File: config.mk
export PLATFORM = sky130hd
export DESIGN_NAME = rbs_div
export DESIGN_NICKNAME = d
export VERILOG_FILES = /design/src/design/rbs_pkg.sv /design/src/design/rbs_div.sv
export SDC_FILE = /design/constraint.sdc
export NUM_CORES = 2
export LEC_CHECK = 0
export BUFFER_PORTS_ARGS = -buffer_cell sky130_fd_sc_hd__buf_2
export CORE_AREA = 2 2 462 280
export DETAILED_ROUTE_END_ITERATION = 7
export DIE_AREA = 0 0 464 282
export GPL_TIMING_DRIVEN = 0
export PLACE_DENSITY = 0.82
export SYNTH_ARGS = -nofsm -noshare
export SYNTH_HDL_FRONTEND = slang
export SYNTH_SLANG_ARGS = --single-unit
export TNS_END_PERCENT = 30
File: constraint.sdc
create_clock -name clock -period 10.01 [get_ports clock]
set_input_delay 1.5015 -clock clock [delete_from_list [all_inputs] [get_ports clock]]
set_output_delay 1.5015 -clock clock [all_outputs]
set_load 0.05 [all_outputs]
File: src/design/rbs_pkg.sv
// ----------------------------------------------------------------------------
// rbs_pkg: shared types, constants and functions for the ray/box slab test
// Register indexes, pipeline depths, divider word types and the slab setup
// and finish functions used by the top level and the divider.
// ----------------------------------------------------------------------------
package rbs_pkg;

   // Configuration register indexes
   localparam logic [2:0] REG_ORIGIN_X  = 3'd0;
   localparam logic [2:0] REG_ORIGIN_Y  = 3'd1;
   localparam logic [2:0] REG_ORIGIN_Z  = 3'd2;
   localparam logic [2:0] REG_HEADING_X = 3'd3;
   localparam logic [2:0] REG_HEADING_Y = 3'd4;
   localparam logic [2:0] REG_HEADING_Z = 3'd5;

   localparam int COORD_W   = 32;
   localparam int HEAD_W    = 18;
   localparam int QUOT_W    = 32;
   localparam int STEP_BITS = 2;
   // Divider stages, each retiring STEP_BITS quotient bits
   localparam int DIV_STAGES = QUOT_W / STEP_BITS;
   // Input stage, divider setup stage, divider stages, finish stage, result stage
   localparam int NUM_STAGES = DIV_STAGES + 4;

   localparam logic signed [COORD_W-1:0] T_MAX = 32'sh7FFF_FFFF;
   localparam logic signed [COORD_W-1:0] T_MIN = 32'sh8000_0000;
   localparam logic signed [HEAD_W-1:0]  HEADING_Z_RESET = 18'sh10000;

   typedef struct packed {
      logic neg;       // quotient sign
      logic force_t;   // result is a fixed extreme value
      logic force_hi;  // extreme is T_MAX when set, T_MIN otherwise
   } meta_type;

   typedef struct packed {
      logic [HEAD_W-1:0] rem;   // partial remainder
      logic [QUOT_W-1:0] bits;  // dividend bits left, quotient bits shifted in
      logic [HEAD_W-1:0] dvs;   // divisor magnitude
      meta_type          meta;
   } div_word_type;

   // Set up one slab bound: numerator magnitude, divisor magnitude, specials
   function automatic div_word_type prep_bound(input logic signed [COORD_W-1:0] corner,
                                               input logic signed [COORD_W-1:0] origin,
                                               input logic signed [HEAD_W-1:0] heading,
                                               input logic entry);
      logic signed [COORD_W:0] num;
      logic [COORD_W:0]        nmag;
      logic [HEAD_W-1:0]       dmag;
      div_word_type            w;
      num  = {corner[COORD_W-1], corner} - {origin[COORD_W-1], origin};
      nmag = num[COORD_W] ? -num : num;
      dmag = heading[HEAD_W-1] ? -heading : heading;
      w.rem  = {1'b0, nmag[COORD_W:16]};
      w.bits = {nmag[15:0], 16'h0000};
      w.dvs  = dmag;
      w.meta.neg = num[COORD_W] ^ heading[HEAD_W-1];
      if (heading == '0) begin
         w.meta.force_t  = 1'b1;
         w.meta.force_hi = (num == '0) ? !entry : !num[COORD_W];
      end else if ({1'b0, nmag[COORD_W:16]} >= dmag) begin
         // quotient at least 2^32: saturates either way
         w.meta.force_t  = 1'b1;
         w.meta.force_hi = !w.meta.neg;
      end else begin
         w.meta.force_t  = 1'b0;
         w.meta.force_hi = 1'b0;
      end
      return w;
   endfunction

   // Apply sign and saturation to a quotient magnitude
   function automatic logic signed [COORD_W-1:0] finish_bound(input logic [QUOT_W-1:0] q,
                                                              input meta_type meta);
      logic signed [COORD_W-1:0] t;
      if (meta.force_t) begin
         t = meta.force_hi ? T_MAX : T_MIN;
      end else if (!meta.neg) begin
         t = q[QUOT_W-1] ? T_MAX : q;
      end else begin
         t = (q > 32'h8000_0000) ? T_MIN : -q;
      end
      return t;
   endfunction

endpackage

File: src/design/rbs_div.sv
// ----------------------------------------------------------------------------
// rbs_div: pipelined restoring divider for one slab bound
// Stage 0 captures the setup word; each later stage retires two quotient
// bits. Stages load on their own load strobe supplied by the top level.
// ----------------------------------------------------------------------------
module rbs_div (
   input  logic                          clock,
   input  logic [rbs_pkg::DIV_STAGES:0]  load,
   input  rbs_pkg::div_word_type         word_in,
   output logic [rbs_pkg::QUOT_W-1:0]    quot,
   output rbs_pkg::meta_type             meta
);
   import rbs_pkg::*;

   div_word_type stage_ff [0:DIV_STAGES];
   div_word_type stage_in [0:DIV_STAGES];

   // Two restoring steps on one word
   function automatic div_word_type div_step(input div_word_type w);
      logic [HEAD_W:0] t;
      div_word_type    r;
      r = w;
      for (int s = 0; s < STEP_BITS; s++) begin
         t      = {r.rem, r.bits[QUOT_W-1]};
         r.bits = {r.bits[QUOT_W-2:0], 1'b0};
         if (t >= {1'b0, r.dvs}) begin
            r.rem     = HEAD_W'(t - {1'b0, r.dvs});
            r.bits[0] = 1'b1;
         end else begin
            r.rem = t[HEAD_W-1:0];
         end
      end
      return r;
   endfunction

   // Next value of every stage
   always_comb begin
      stage_in[0] = word_in;
      for (int k = 1; k <= DIV_STAGES; k++) begin
         stage_in[k] = div_step(stage_ff[k-1]);
      end
   end

   // Advance the stages that are told to load
   always_ff @(posedge clock) begin
      for (int k = 0; k <= DIV_STAGES; k++) begin
         if (load[k]) begin
            stage_ff[k] <= stage_in[k];
         end
      end
   end

   assign quot = stage_ff[DIV_STAGES].bits;
   assign meta = stage_ff[DIV_STAGES].meta;

endmodule

==> implementation parameters <==
Parameter                              Value

Detailed routing
  TritonRoute pass-1 iters    8
  Vias per cell    6.06
  Final ANT Viol Nets    0
  Detailed-route DRC error count    0
  Via total after detailed routing    47,200
  Average routed wire per standard cell    21.7 um
  Starting DRC count in detailed routing    5,839
  Wire length reported by the detailed router    169,000 um

Yosys
  Number of library cell types mapped by synthesis    91
  Post-Synth Simple-Gate Area    8.66%
  Number of warnings issued by yosys    0
  Syn Inst Count    5,747
  Number of synthesized flops with an enable pin    1,171
  Post-Synth Adder-Cell Area    11.5%
  Main combinational cell family by area after synthesis    compound AO/OA/AOI/OAI gates
  Fraction of the mapped netlist area in compound gates    12.8%
  Mapped Avg Cell Area    11.8 um^2
  #FFs+latches synth    1,171
  Mux contribution to synthesized area    6.57%
  Most used flip-flop cell after synthesis    edfxtp_1
  Synth Area in XOR/XNOR    5.36%
  Share of synthesized flip-flops with an asynchronous set or reset    0%
  Summed instance area of the synthesized netlist    0.0680 mm^2
  Sequential cell area fraction in the yosys report    51.7%
  Net count after synthesis    6,443

Timing
  Shortest period the worst path allows    8500 ps
  Upper clock frequency limit    0.118 GHz
  Worst-case clock skew    28.4 ps
  Transition time of the tightest slew-check pin    1380 ps
  Setup violators final    0
  Portion of the clock cycle consumed by the worst path in the final layout    84.9%
  Final hold violation count    0
  Final TNS setup    0 ps
  Worst slew margin relative to its limit    7.37%
  Final count of pins violating max slew    0
  RSZ-0062 raised after global routing    no

Cells and area
  Commonest cells after routing, fill and taps aside    1,171 x edfxtp_1, 576 x ha_1, 473 x inv_1
  Design Area, Final    0.0748 mm^2
  Storage cell area    0.0352 mm^2
  Register bank with the most flops    stage_ff
  Area growth, synth to finish    9.98%
  Number of cells in the finished layout apart from fillers    7,781
  Number of nets in the final layout    6,688
  Fraction of layout instances using a drive strength above 1    12.7%
  Number of flip-flops in the largest register    1,171
  Combined area of the multi-input logic cells    0.0305 mm^2
  Filler Cells Inserted    9,967
  Commonest non-fill, non-tap cell in the layout    edfxtp_1
  Registers with the most flip-flops    stage_ff (1171)

Global route
  Wire length of the first global-routing pass    255,000 um
  Total global routing overflow    0
  Vias in the first global route    43,600
  Total routing usage reported by global routing    25.3%
  Pin count of the biggest net entering global routing    72
  Antenna violations before repair    7

Clocking
  Number of buffers added to fix hold violations after cts    0
  PostCTS Resize Cnt    0
  Maximum level of the CTS H-tree    3
  CTS sink cnt    1,171
  Worst-path clk slew    70 ps
  Buffer type at the clock tree root    clkbuf_16
  Postcts setup bufs    0
  CTS tree    done
  TritonCTS Buffers    107
  Clock latency on the worst-skew pair    750 ps
  Clock Tree Buf Depth    3

Run status
  Status    finished clean

Setup path
  Category of the critical setup timing path    register to register
  Arrival @ worst endpoint    8980 ps
  Required time of the critical path    10,490 ps
  Startpoint type of the worst setup path    register
  Maximum fanout encountered on the critical timing path    10
  CP Capture Type    register

Min path
  Type of the most critical hold path    register to register

Die
  Die Footprint    0.131 mm^2
  Number of top-level design ports    124
  Chip height    282 um
  Row count    101
  Area of the placeable core    0.126 mm^2
  X dimension of the die    464 um
  Starting density of the core    53.8%

Placement
  Post-DP HPWL    131,000 um
  Final weighted congestion of routability-driven global placement    0.972
  Total of buffers placed on input and output ports    123
  Inst Count DP    7,581
  Area of placed instances    0.0711 mm^2

Flow run
  Max-cap check violation count    0
-- synthesized netlist by cell type, types with 40 or more instances --
library cell  count  area (um^2)
o21ai_0         319         1600
clkbuf_1         40          150
a21o_1          159         1190
nand3_1          72          360
nor3_1           98          490
nand2_1         326         1220
xnor2_1         286         2500
a21oi_1         418         2090
nand2b_1         43          269
o21bai_1         50          375
inv_1           473         1780
nand4_1          72          450
a211oi_1         42          315
xor2_1          130         1140
mux2_2          344         3870
ha_1            576         7210
o21a_1           78          586
mux2i_1          49          490
edfxtp_1       1171        35200
nor2_1          342         1280
nor2b_1          77          482
-- worst max-delay path, stage by stage, from the launching register on --
cell and delay (ps):
edfxtp_1 430, ha_1 400, and3_1 340, nand4_1 180, nor4_1 660, a211oi_2 120, o21ai_2 700, clkbuf_1 600
clkbuf_1 610, a21oi_1 200, ha_1 390, nand4_1 290, a21oi_1 100, nor3_1 600, o2bb2ai_1 200, o21ai_0 410
o21bai_1 160, o31a_1 340, a2111oi_4 860, buf_6 300, mux2_4 310
-- per-stage QoR --
stage	utilization, %	setup slack (ps)	hold WS, ps
after floorplan	-	4090	400
after global placement	56.0	1660	400
after detailed placement	56.3	1590	405
after CTS	59.2	1470	390
after global routing	59.2	1440	400
final	59.2	1510	401
-- metal layers --
| layer | share of wire (%) | up-vias | global-route usage (%) |
|---|---|---|---|
| met1 | 48 | 22600 | 40.8 |
| met5 | 0.042 | - | 0.397 |
| met2 | 36 | 2376 | 30.9 |
| met3 | 15 | 187 | 10.3 |
| li1 | - | 22000 | - |
| met4 | 1.3 | 2 | 4.09 |
-- final timing paths --
kind / from / to / slack [ps] / cells past startpoint
min reg2reg: stage_ff[0][426] / stage_ff[0][497] / 400 / 0
min: stage_ff[0][426] / stage_ff[0][497] / 400 / 0
max: stage_ff[0][631] / stage_ff[0][706] / 1510 / 20
max reg2reg: stage_ff[0][631] / stage_ff[0][706] / 1510 / 20
-- final cells by class --
cell class / instances / share of cell area (%)
diodes: 3 / 0.0100
plain buffers: 94 / 0.698
clock buffers: 120 / 3.65
clock inverters: 76 / 1.24
inverters: 475 / 2.38
multi-input cells: 4007 / 40.8
flip-flops and latches: 1171 / 47.0
well taps: 1699 / 2.84
repair buffers: 136 / 1.32
-- cells by family after synthesis --
group                    Yosys count
AO/OA/AOI/OAI                   1366
adder cells (fa/ha/maj)          607
multiplexers                     400
XOR/XNOR                         416
AND/OR/NAND/NOR                 1218
buffers and inverters            569
flip-flops                      1171
Power is left out: the tool's default activity adds up to more than one toggle a clock period on the data nets, which glitch-free logic cannot reach.
